==> src/hw/rtl/multi_protocol_rf_remote_encoder_core_assert.svh <==
// Assertion macros shared by the encoder core.
`ifndef MULTI_PROTOCOL_RF_REMOTE_ENCODER_CORE_ASSERT_SVH
`define MULTI_PROTOCOL_RF_REMOTE_ENCODER_CORE_ASSERT_SVH

// The consequent must hold in the same cycle as the antecedent.
`define MPRE_ASSERT_NOW(label, clk, rst_n, ante, cons) \
    label: assert property (@(posedge clk) disable iff (!rst_n) (ante) |-> (cons)) \
        else $error("encoder core assertion failed");

// The consequent must hold in the cycle after the antecedent.
`define MPRE_ASSERT_NEXT(label, clk, rst_n, ante, cons) \
    label: assert property (@(posedge clk) disable iff (!rst_n) (ante) |=> (cons)) \
        else $error("encoder core assertion failed");

`endif

==> src/hw/rtl/mpre_pkg.sv <==
package mpre_pkg;

    localparam logic [1:0] MODE_ROLL = 2'd0;
    localparam logic [1:0] MODE_S57  = 2'd1;
    localparam logic [1:0] MODE_TRI  = 2'd2;
    localparam logic [1:0] MODE_ALL  = 2'd3;

    localparam logic [11:0] ROLL_TAB [16] = '{
        12'h609, 12'h306, 12'h803, 12'ha08, 12'h00a, 12'h200, 12'hc02, 12'h40c,
        12'he04, 12'h70e, 12'h507, 12'h105, 12'hf01, 12'hb0f, 12'hd0b, 12'h90d
    };

    localparam logic [4:0] SYM_TAB [16] = '{
        5'h07, 5'h0b, 5'h0d, 5'h0e, 5'h13, 5'h15, 5'h16, 5'h19,
        5'h1a, 5'h1c, 5'h03, 5'h05, 5'h06, 5'h09, 5'h0a, 5'h0c
    };

    localparam int TRI_DIGITS = 8;
    localparam int TRI_LOG2 [TRI_DIGITS] = '{2, 4, 5, 7, 8, 10, 12, 13};
    localparam int TRI_DIV  [TRI_DIGITS] = '{3, 9, 27, 81, 243, 729, 2187, 6561};

    typedef struct packed {
        logic [3:0] payload_bytes;
        logic [5:0] bit_count;
        logic [4:0] repeat_count;
        logic [9:0] start_high_ticks;
        logic [9:0] start_low_ticks;
        logic [7:0] zero_high_ticks;
        logic [7:0] zero_low_ticks;
        logic [7:0] one_high_ticks;
        logic [7:0] one_low_ticks;
    } t_timing;

    typedef struct packed {
        logic [1:0]  protocol;
        logic [63:0] payload;
        t_timing     timing;
        logic        last;
    } t_result;

    function automatic t_timing timing_for(input logic [1:0] proto);
        t_timing t;
        unique case (proto)
            MODE_ROLL: t = '{4'd4, 6'd28, 5'd7, 10'd32, 10'd480,
                             8'd32, 8'd96, 8'd96, 8'd32};
            MODE_S57:  t = '{4'd8, 6'd57, 5'd7, 10'd26, 10'd860,
                             8'd26, 8'd26, 8'd26, 8'd130};
            MODE_TRI:  t = '{4'd3, 6'd24, 5'd18, 10'd32, 10'd970,
                             8'd32, 8'd96, 8'd96, 8'd32};
            default:   t = '0;
        endcase
        return t;
    endfunction

endpackage

==> src/hw/rtl/mpre_rolling_enc.sv <==
module mpre_rolling_enc (
    input  logic [1:0]  i_counter,
    input  logic [15:0] i_device_code,
    input  logic [7:0]  i_command,
    output logic [63:0] o_payload
);

    logic [3:0]  g [7];
    logic [3:0]  k [6];
    logic [3:0]  c [6];
    logic [3:0]  dim;
    logic [3:0]  c_dim;
    logic [7:0]  cmd_m1;
    logic [27:0] word;

    always_comb begin
        cmd_m1 = i_command - 8'd1;
        dim    = ((i_command != 8'd0) && (i_command < 8'd9)) ? {1'b1, cmd_m1[2:0]} : 4'd0;
        g[0] = 4'd1;
        g[1] = {i_counter, (i_command != 8'd0), 1'b0};
        g[2] = i_device_code[3:0];
        g[3] = i_device_code[7:4];
        g[4] = i_device_code[11:8];
        g[5] = i_device_code[15:12];
        g[6] = dim;
        k[0] = mpre_pkg::ROLL_TAB[g[0]][11:8];
        for (int i = 1; i < 6; i++) begin
            k[i] = mpre_pkg::ROLL_TAB[g[i] ^ k[i-1]][11:8];
        end
        c[0] = mpre_pkg::ROLL_TAB[k[0]][3:0];
        for (int i = 1; i < 6; i++) begin
            c[i] = mpre_pkg::ROLL_TAB[k[i] ^ c[i-1]][3:0];
        end
        c_dim = g[6] ^ 4'd9;
        word  = {c_dim, c[5], c[4], c[3], c[2], c[1], c[0]};
        o_payload = {word[1:0], word[27:2], 36'd0};
    end

endmodule

==> src/hw/rtl/mpre_sym57_enc.sv <==
module mpre_sym57_enc (
    input  logic [15:0] i_device_code,
    input  logic [7:0]  i_command,
    output logic [63:0] o_payload
);

    logic [3:0] nib [8];
    logic [6:0] sym [8];

    always_comb begin
        nib[0] = 4'd0;
        nib[1] = 4'd0;
        nib[2] = i_device_code[15:12];
        nib[3] = i_device_code[11:8];
        nib[4] = i_device_code[7:4];
        nib[5] = i_device_code[3:0];
        nib[6] = {3'd0, (i_command != 8'd0)};
        nib[7] = 4'd0;
        for (int i = 0; i < 8; i++) begin
            sym[i] = {2'b10, mpre_pkg::SYM_TAB[nib[i]]};
        end
        o_payload = {1'b1, sym[0], sym[1], sym[2], sym[3], sym[4], sym[5], sym[6],
                     sym[7], 7'd0};
    end

endmodule

==> src/hw/rtl/mpre_trinary_enc.sv <==
module mpre_trinary_enc (
    input  logic [15:0] i_device_code,
    input  logic [7:0]  i_command,
    output logic [63:0] o_payload
);

    logic [15:0] quot [mpre_pkg::TRI_DIGITS + 1];

    assign quot[0] = i_device_code;

    // Each power-of-three quotient is a reciprocal multiply, all independent.
    for (genvar g = 0; g < mpre_pkg::TRI_DIGITS; g++) begin : g_quot
        localparam int unsigned Mul =
            (32'd1 << (16 + mpre_pkg::TRI_LOG2[g])) / mpre_pkg::TRI_DIV[g] + 1;
        localparam logic [16:0] MulV = 17'(Mul);
        logic [32:0] prod;
        logic [32:0] shifted;
        always_comb begin
            prod       = 33'(i_device_code) * 33'(MulV);
            shifted    = prod >> (16 + mpre_pkg::TRI_LOG2[g]);
            quot[g+1]  = shifted[15:0];
        end
    end

    logic [17:0] diff [mpre_pkg::TRI_DIGITS];
    logic [15:0] addr;
    logic [7:0]  status;

    always_comb begin
        for (int i = 0; i < mpre_pkg::TRI_DIGITS; i++) begin
            diff[i] = {2'b00, quot[i]} - ({2'b00, quot[i+1]} + {1'b0, quot[i+1], 1'b0});
            unique case (diff[i][1:0])
                2'd1:    addr[2*i +: 2] = 2'd3;
                2'd2:    addr[2*i +: 2] = 2'd1;
                default: addr[2*i +: 2] = 2'd0;
            endcase
        end
        status    = {7'b0001010, (i_command != 8'd0)};
        o_payload = {addr, status, 40'd0};
    end

endmodule

==> src/hw/rtl/multi_protocol_rf_remote_encoder_core.sv <==
// Remote-switch code encoder core.
// Input channel: i_in_valid / o_in_stall carry one beat of mode, device code
// and command. Output channel: o_out_valid / i_out_stall carry one beat per
// result with the protocol number, the left-aligned payload, the bit, byte
// and frame counts, the pulse timing words and a last flag.
// Modes 0, 1 and 2 give one result beat; mode 3 gives three beats in the
// order rolling, 57-bit, trinary, with last set on the third.
// From input beat to the first result beat the path runs through one input
// register, one encode pass and one result register.
// While the receiver does not stall, the core takes one input beat per cycle
// for single-protocol modes, and a mode 3 item holds the input register until
// its trinary beat is issued; the result register emits one beat per cycle.
// Reset clears the rolling counter, the step and the input and result valid
// flags. While the receiver stalls, the result beat holds, and the input
// register takes no new beat once it holds an unfinished item.
`include "multi_protocol_rf_remote_encoder_core_assert.svh"

module multi_protocol_rf_remote_encoder_core (
    input  logic        i_clk,
    input  logic        i_rst_n,
    input  logic        i_in_valid,
    output logic        o_in_stall,
    input  logic [1:0]  i_mode,
    input  logic [15:0] i_device_code,
    input  logic [7:0]  i_command,
    output logic        o_out_valid,
    input  logic        i_out_stall,
    output logic [1:0]  o_protocol,
    output logic [63:0] o_payload,
    output logic [3:0]  o_payload_bytes,
    output logic [5:0]  o_bit_count,
    output logic [4:0]  o_repeat_count,
    output logic [9:0]  o_start_high_ticks,
    output logic [9:0]  o_start_low_ticks,
    output logic [7:0]  o_zero_high_ticks,
    output logic [7:0]  o_zero_low_ticks,
    output logic [7:0]  o_one_high_ticks,
    output logic [7:0]  o_one_low_ticks,
    output logic        o_last
);

    logic                r_valid;
    logic [1:0]          r_mode;
    logic [15:0]         r_dev;
    logic [7:0]          r_cmd;
    logic [1:0]          r_step;
    logic [1:0]          r_counter;
    logic                r_out_valid;
    mpre_pkg::t_result   r_out;

    logic                out_free;
    logic                fire;
    logic                roll_fire;
    logic                sel_last;
    logic                in_take;
    logic [1:0]          sel;
    logic [1:0]          n_counter;
    logic [63:0]         pay_roll;
    logic [63:0]         pay_s57;
    logic [63:0]         pay_tri;
    mpre_pkg::t_result   n_out;

    assign out_free   = !r_out_valid || !i_out_stall;
    assign fire       = r_valid && out_free;
    assign sel        = (r_mode == mpre_pkg::MODE_ALL) ? r_step : r_mode;
    assign roll_fire  = fire && (sel == mpre_pkg::MODE_ROLL);
    assign sel_last   = (r_mode != mpre_pkg::MODE_ALL) || (r_step == mpre_pkg::MODE_TRI);
    assign in_take    = !r_valid || (fire && sel_last);
    assign o_in_stall = !in_take;
    assign n_counter  = r_counter + 2'd1;

    mpre_rolling_enc u_roll (
        .i_counter     (n_counter),
        .i_device_code (r_dev),
        .i_command     (r_cmd),
        .o_payload     (pay_roll)
    );

    mpre_sym57_enc u_s57 (
        .i_device_code (r_dev),
        .i_command     (r_cmd),
        .o_payload     (pay_s57)
    );

    mpre_trinary_enc u_tri (
        .i_device_code (r_dev),
        .i_command     (r_cmd),
        .o_payload     (pay_tri)
    );

    always_comb begin
        n_out.protocol = sel;
        n_out.timing   = mpre_pkg::timing_for(sel);
        n_out.last     = sel_last;
        unique case (sel)
            mpre_pkg::MODE_ROLL: n_out.payload = pay_roll;
            mpre_pkg::MODE_S57:  n_out.payload = pay_s57;
            mpre_pkg::MODE_TRI:  n_out.payload = pay_tri;
            default:             n_out.payload = 64'd0;
        endcase
    end

    always_ff @(posedge i_clk) begin
        if (!i_rst_n) begin
            r_valid     <= 1'b0;
            r_step      <= 2'd0;
            r_counter   <= 2'd0;
            r_out_valid <= 1'b0;
        end else begin
            if (in_take) begin
                r_valid <= i_in_valid;
                r_step  <= 2'd0;
            end else if (fire) begin
                r_step <= r_step + 2'd1;
            end
            if (roll_fire) begin
                r_counter <= n_counter;
            end
            if (out_free) begin
                r_out_valid <= fire;
            end
        end
    end

    always_ff @(posedge i_clk) begin
        if (in_take && i_in_valid) begin
            r_mode <= i_mode;
            r_dev  <= i_device_code;
            r_cmd  <= i_command;
        end
        if (fire) begin
            r_out <= n_out;
        end
    end

    assign o_out_valid        = r_out_valid;
    assign o_protocol         = r_out.protocol;
    assign o_payload          = r_out.payload;
    assign o_payload_bytes    = r_out.timing.payload_bytes;
    assign o_bit_count        = r_out.timing.bit_count;
    assign o_repeat_count     = r_out.timing.repeat_count;
    assign o_start_high_ticks = r_out.timing.start_high_ticks;
    assign o_start_low_ticks  = r_out.timing.start_low_ticks;
    assign o_zero_high_ticks  = r_out.timing.zero_high_ticks;
    assign o_zero_low_ticks   = r_out.timing.zero_low_ticks;
    assign o_one_high_ticks   = r_out.timing.one_high_ticks;
    assign o_one_low_ticks    = r_out.timing.one_low_ticks;
    assign o_last             = r_out.last;

    `MPRE_ASSERT_NOW(a_proto_valid, i_clk, i_rst_n, o_out_valid, o_protocol != mpre_pkg::MODE_ALL)
    `MPRE_ASSERT_NOW(a_step_range, i_clk, i_rst_n, r_valid, r_step != 2'd3)
    `MPRE_ASSERT_NEXT(a_counter_step, i_clk, i_rst_n, roll_fire, r_counter == $past(r_counter) + 2'd1)
    `MPRE_ASSERT_NOW(a_hold_item, i_clk, i_rst_n, r_valid && !(fire && sel_last), o_in_stall)

endmodule
==> config.mk <==
export PLATFORM = sky130hd
export DESIGN_NAME = multi_protocol_rf_remote_encoder_core
export DESIGN_NICKNAME = d
export VERILOG_FILES = /design/src/hw/rtl/mpre_pkg.sv /design/src/hw/rtl/mpre_rolling_enc.sv /design/src/hw/rtl/mpre_sym57_enc.sv /design/src/hw/rtl/mpre_trinary_enc.sv /design/src/hw/rtl/multi_protocol_rf_remote_encoder_core.sv
export VERILOG_INCLUDE_DIRS = /design/src /design/src/hw/rtl
export SDC_FILE = /design/constraint.sdc
export NUM_CORES = 2
export LEC_CHECK = 0
export ABC_AREA = 1
export BUFFER_PORTS_ARGS = -buffer_cell sky130_fd_sc_hd__buf_2
export CORE_MARGIN = 1.5
export CORE_UTILIZATION = 65
export CTS_CLUSTER_DIAMETER = 150
export DETAILED_ROUTE_END_ITERATION = 10
export MAX_ROUTING_LAYER = met4
export PLACE_DENSITY = 0.85
export SLEW_MARGIN = 20
export SYNTH_ARGS = -nofsm -noshare
export SYNTH_HDL_FRONTEND = slang
export SYNTH_SLANG_ARGS = --single-unit
==> constraint.sdc <==
create_clock -name i_clk -period 8.4 [get_ports i_clk]
set_clock_uncertainty 0.15 [all_clocks]
set_input_delay 1.68 -clock i_clk [delete_from_list [all_inputs] [get_ports i_clk]]
set_output_delay 1.68 -clock i_clk [all_outputs]
set_load 0.005 [all_outputs]
# After elaboration in Yosys (flattened, before gate mapping)
# Memory sizes are Yosys's and may differ from the RTL's.
# Cells that the tools add are included.
[totals]
ff_bits = 166
rom_bits = 2320
output_inout_bits = 136
wordCells = 182
memories = 15
[op_classes]
add_sub_neg = 19
n_mul = 8
order_cmp = 16
eq_ne = 21
muxes = 42
n_bitwise = 27
n_reduce_logical = 15
[mem_list]
columns = ["memory", "depth", "word_bits", "read_ports", "rd_ports_with_merged_regs", "wr", "line_no", "source"]
rows = [
  ["(no name shown)", 16, 12, 1, 0, 0, "mpre_rolling_enc.sv:28", "k[i] = mpre_pkg::ROLL_TAB[g[i] ^ k[i-1]][11:8];"],
  ["(no name shown)", 16, 12, 1, 0, 0, "mpre_rolling_enc.sv:28", ""],
  ["(no name shown)", 16, 12, 1, 0, 0, "mpre_rolling_enc.sv:28", ""],
  ["(no name shown)", 16, 12, 1, 0, 0, "mpre_rolling_enc.sv:28", ""],
  ["(no name shown)", 16, 12, 1, 0, 0, "mpre_rolling_enc.sv:28", ""],
  ["(no name shown)", 16, 12, 1, 0, 0, "mpre_rolling_enc.sv:32", "c[i] = mpre_pkg::ROLL_TAB[k[i] ^ c[i-1]][3:0];"],
  ["9 more memories", "-", "-", "-", "-", "-", "-", ""],
]
[ops]
columns = ["op", "count"]
rows = [
  ["one-hot mux 67 bit (3 select lines)", 1],
  ["one-hot mux 64 bit (3 select lines)", 1],
  ["2-to-1 mux 12 bit", 10],
  [">= comparator 5 bit, second input constant", 15],
  ["inverter 4 -> 5 bit", 14],
  ["2-to-1 mux 5 bit", 10],
  ["2-to-1 mux 4 bit", 11],
  ["one-hot mux 2 bit (2 select lines)", 8],
  ["bitwise XOR 4 bit", 8],
  ["multiplier 16 x 15 -> 29 bit, second input constant", 1],
  ["multiplier 16 x 16 -> 29 bit, second input constant", 1],
  ["multiplier 16 x 17 -> 28 bit, second input constant", 1],
  ["multiplier 16 x 17 -> 26 bit, second input constant", 1],
  ["multiplier 16 x 15 -> 23 bit, second input constant", 1],
  ["multiplier 16 x 17 -> 23 bit, second input constant", 1],
  ["== test 2 bit, second input constant", 11],
  ["multiplier 16 x 17 -> 22 bit, second input constant", 1],
  ["multiplier 16 x 16 -> 19 bit, second input constant", 1],
  ["== test 2 x 1 -> 1 bit, second input constant", 9],
  ["adder 2 bit", 8],
  ["subtractor 2 bit", 8],
  ["less-than comparator 8 x 4 -> 1 bit, second input constant", 1],
  ["nonzero test 8 bit", 1],
  ["logical AND 1 bit", 5],
  ["11 further kinds", 19],
]

# Depth between registers and ports, before layout
[logic_depth]
depth_word = 32
mapped_depth = 39
ltp_nobuf = 39

# By module
# Synthesis repeated with hierarchy kept, for this count alone.
[unflattened]
hier_cells = 4439
hier_area_um2 = 37453.4
[by_module_without_submodules]
columns = ["module", "n_inst", "cells_each", "area_per_inst_um2"]
rows = [
  ["mpre_trinary_enc", 1, 3073, 27365.0],
  ["multi_protocol_rf_remote_encoder_core", 1, 641, 6108.4],
  ["mpre_rolling_enc", 1, 495, 2555.0],
  ["mpre_sym57_enc", 1, 230, 1425.1],
]

# Least setup slack after synthesis
# Ideal clock, no wire load.
[synth_path]
kind = "register -> register"
startpoint = "reg r_dev[6]"
endpoint = "reg r_out (netlist bit o_payload[58]) (data pin)"
setup_ps = 272
arrival_ps = 7081
required_ps = 7978
path_slack_ps = 898
stages_incl_launch_ff = 25
n_path_buf = 0
path_cell_list = "edfxtp_1 > clkinv_1 > fa_1 > fa_1 > fa_1 > inv_1 > fa_1 > fa_1 > inv_1 > fa_1 > inv_1 > ha_1 > nand3_1 > o221ai_1 > a21oi_1 > o31a_1 > o31a_1 > o21ai_0 > xor2_1 > nand2_1 > xor2_1 > ha_1 > nor2_1 > nor2_1 > a21oi_1"
[synth_lines]
columns = ["item", "line_no", "source"]
rows = [
  ["start, declared", "multi_protocol_rf_remote_encoder_core.sv:44", "logic [15:0] r_dev;"],
  ["start signal, assigned", "multi_protocol_rf_remote_encoder_core.sv:128", "r_dev <= i_device_code;"],
  ["end signal, assigned", "multi_protocol_rf_remote_encoder_core.sv:132", "r_out <= n_out;"],
  ["end, declared", "multi_protocol_rf_remote_encoder_core.sv:49", "mpre_pkg::t_result r_out;"],
]

==> out/qor.csv <==
metric,value,unit
wire_per_inst,22.05,um
use_met3,0.09208,
r2r_start,r_dev[2],
ys_seq_elements,83,
finish.instance_area,33610,sq um
drt-total-wl,91650,um
tns,0,ns
top_usage_layer,met2,
maxCapViolations,0,
cts_hold_buf,0,
syn_to_final_growth,5.706,%
die_x,224.2,um
met1_usage,0.4962,
worstHoldStart,r_step[0],
min_period,8.197,ns
use_met2,0.5862,
htreeDepth,3,
drive_gt1_frac,0.09689,
rsz0062_at_grt,no,
synth_fa_ha_area_frac,0.6162,
portBuffers,127,
max_freq,122.0,MHz
crit_fanout,8,
status,"complete, no violations",
worstPathArrival,8.23,ns
tritoncts,built,
drt_iter0_markers,2368,
root_buffer,clkbuf_16,
yosysWarnings,0,
tightest_slew,1.101,ns
seq_area_frac_synth,0.07650,
crit_path_end_kind,flip-flop,
clkSinkCount,83,
grt_max_degree,54,
relSlewSlack,0.2662,
synth_area_per_cell,9.432,sq um
crit_top_cell,ha_1,
syn_area,31800,sq um
die-area,50250,sq um
cts_buffer_depth,2,
final_nets,4789,
row_count,80,
die_h,224.2,um
grt_remaining_overflow,0,
crit_slowest_cell,edfxtp_1,
routed_via_density,5.786,
start_kind,flip-flop,
yosys-mux-area-fraction,0,
netlist_instances,3371,
place_congestion,1.070,
vias,24053,
hp-class,flip-flop to flip-flop,
synth_compound_area_frac,0.04762,
synth_cell_types,56,
post-cts-setup-buffers,0,
cts_resized,0,
cpPeakStageDelay,0.77,ns
synth_top_family_by_area,adder cells,
firstDrtPassIters,6,
startpoint,r_dev[2],
antenna_found_initial,2,
crit_required,8.43,ns
clk_pin_slew,0.06,ns
setup_viol,0,
period_share,0.9758,
grt_util_all_layers,0.3900,
hold_viol_final,0,
synth-xor-area-share,0.03136,
synth-async-reset-ratio,0,
place_hpwl,78260,um
ant_nets,0,
initial_core_util,0.6618,
grt_pass1_vias,25029,
synth_edf_count,77,
yosys_most_used_dff,edfxtp_1,
core_area,48050,sq um
synthSimpleGateAreaFrac,0.08728,
insertion_delay,0.34,ns
ios,166,
cts_made_buffers,9,
grt_pass1_wl,141300,um
critPathKind,flip-flop to flip-flop,
post-route-drc-count,0,
placed_area,33300,sq um
slew_viol_final,0,
## flip-flops by register name, summed over array words and instances, names as in the netlist
name / count
o_payload: 42
r_dev: 16
r_cmd: 8
o_payload_bytes: 2
o_protocol: 2
o_start_low_ticks: 2
r_counter: 2
r_mode: 2
r_step: 2
o_bit_count: 1
o_last: 1
o_out_valid: 1
o_repeat_count: 1
r_valid: 1
## final timing paths
path | end | slack, ns | cells after the start
worst min-delay path | r_step[0] | 0.34 | 2
worst min register to register | r_step[0] | 0.34 | 2
worst max register to register | o_payload[48] | 0.20 | 29
worst max-delay path | o_payload[48] | 0.20 | 29
## worst max-delay path: cells and delay by family, from the launching register on
kind / cells / cell delay (ns)
xor gates and xnor gates: 4 / 0.92
AOI/OAI and AO/OA: 2 / 0.90
DFF: 1 / 0.77
adders and majority gates: 10 / 3.91
and+or+nand+nor: 6 / 0.62
buffers and inverters: 7 / 0.78
## synth_stat cells, types with 17 or more instances
cell type / n / share of area
buf_4: 84 / 0.020
a21o_1: 18 / 0.0042
xor2_1: 56 / 0.015
fa_1: 570 / 0.36
a21oi_1: 102 / 0.016
inv_1: 990 / 0.12
xnor2_1: 56 / 0.015
nand2_2: 46 / 0.0091
edfxtp_1: 77 / 0.073
nor3_1: 17 / 0.0027
ha_1: 654 / 0.26
nor2_1: 74 / 0.0087
nand3_1: 105 / 0.017
nand2_1: 277 / 0.033
o21ai_0: 62 / 0.0098
## cells by family after synthesis
logic type,Yosys count
DFF,83
AOI/OAI and AO/OA,257
other,1
and+or+nand+nor,586
adders and majority gates,1224
buffers and inverters,1107
xor gates and xnor gates,113
## cell usage in the layout (no fill, tap or decap), drive strengths merged, types with 2 or more instances in the layout
cell type / netlist / final
o21ai: 71 / 71
dfxtp: 6 / 6
nand3: 118 / 118
o211ai: 9 / 9
nor4: 3 / 3
clkinv: 5 / 7
o221ai: 3 / 3
a21boi: 2 / 2
nor2: 82 / 82
nand2: 335 / 335
nor3: 17 / 17
o31ai: 5 / 5
diode: 0 / 2
a221oi: 2 / 2
o31a: 2 / 2
a31o: 2 / 2
a211oi: 9 / 9
inv: 1003 / 1003
a31oi: 12 / 12
fa: 570 / 570
o2111ai: 3 / 3
o32ai: 2 / 2
o22ai: 5 / 5
edfxtp: 77 / 77
clkbuf: 9 / 10
xor2: 57 / 57
conb: 1 / 38
clkinvlp: 0 / 3
a21oi: 103 / 103
nand4: 15 / 15
ha: 654 / 654
or2: 13 / 13
a21o: 18 / 18
o21bai: 4 / 4
buf: 90 / 215
nand3b: 2 / 2
xnor2: 56 / 56
## stage by stage
stage                     setup WS [ns]  hold slack [ns]  instances    util
after floorplan                  0.8977           0.2930       3408       -
after global placement           0.6376           0.3014       4138  0.6931
after detailed placement         0.5049           0.3189       4138  0.6931
after CTS                        0.3256           0.3295       4154  0.6992
after global routing            0.08267           0.3520       4156  0.6995
final                            0.2033           0.3426       4157  0.6995
## per-layer routing
metal / share of wire / vias up
met5: 0 / -
met4: 0.064 / 0
met3: 0.12 / 397
met2: 0.45 / 1432
met1: 0.37 / 11671
li1: - / 10553
## final cells by class
class                           count  area, sq um
Multi-Input combinational cell   2218        25030
Fill cell                        3525        14440
Inverter                         1008         3787
Sequential cell                    83         2432
Timing Repair Buffer              215         1296
Tap cell                          615        769.5
Clock buffer                       10        229.0
Clock inverter                      6        65.06
Antenna cell                        2        5.005
Power is not shown: default switching activity piles up to over one toggle a cycle in this logic, so the estimate is an artifact.
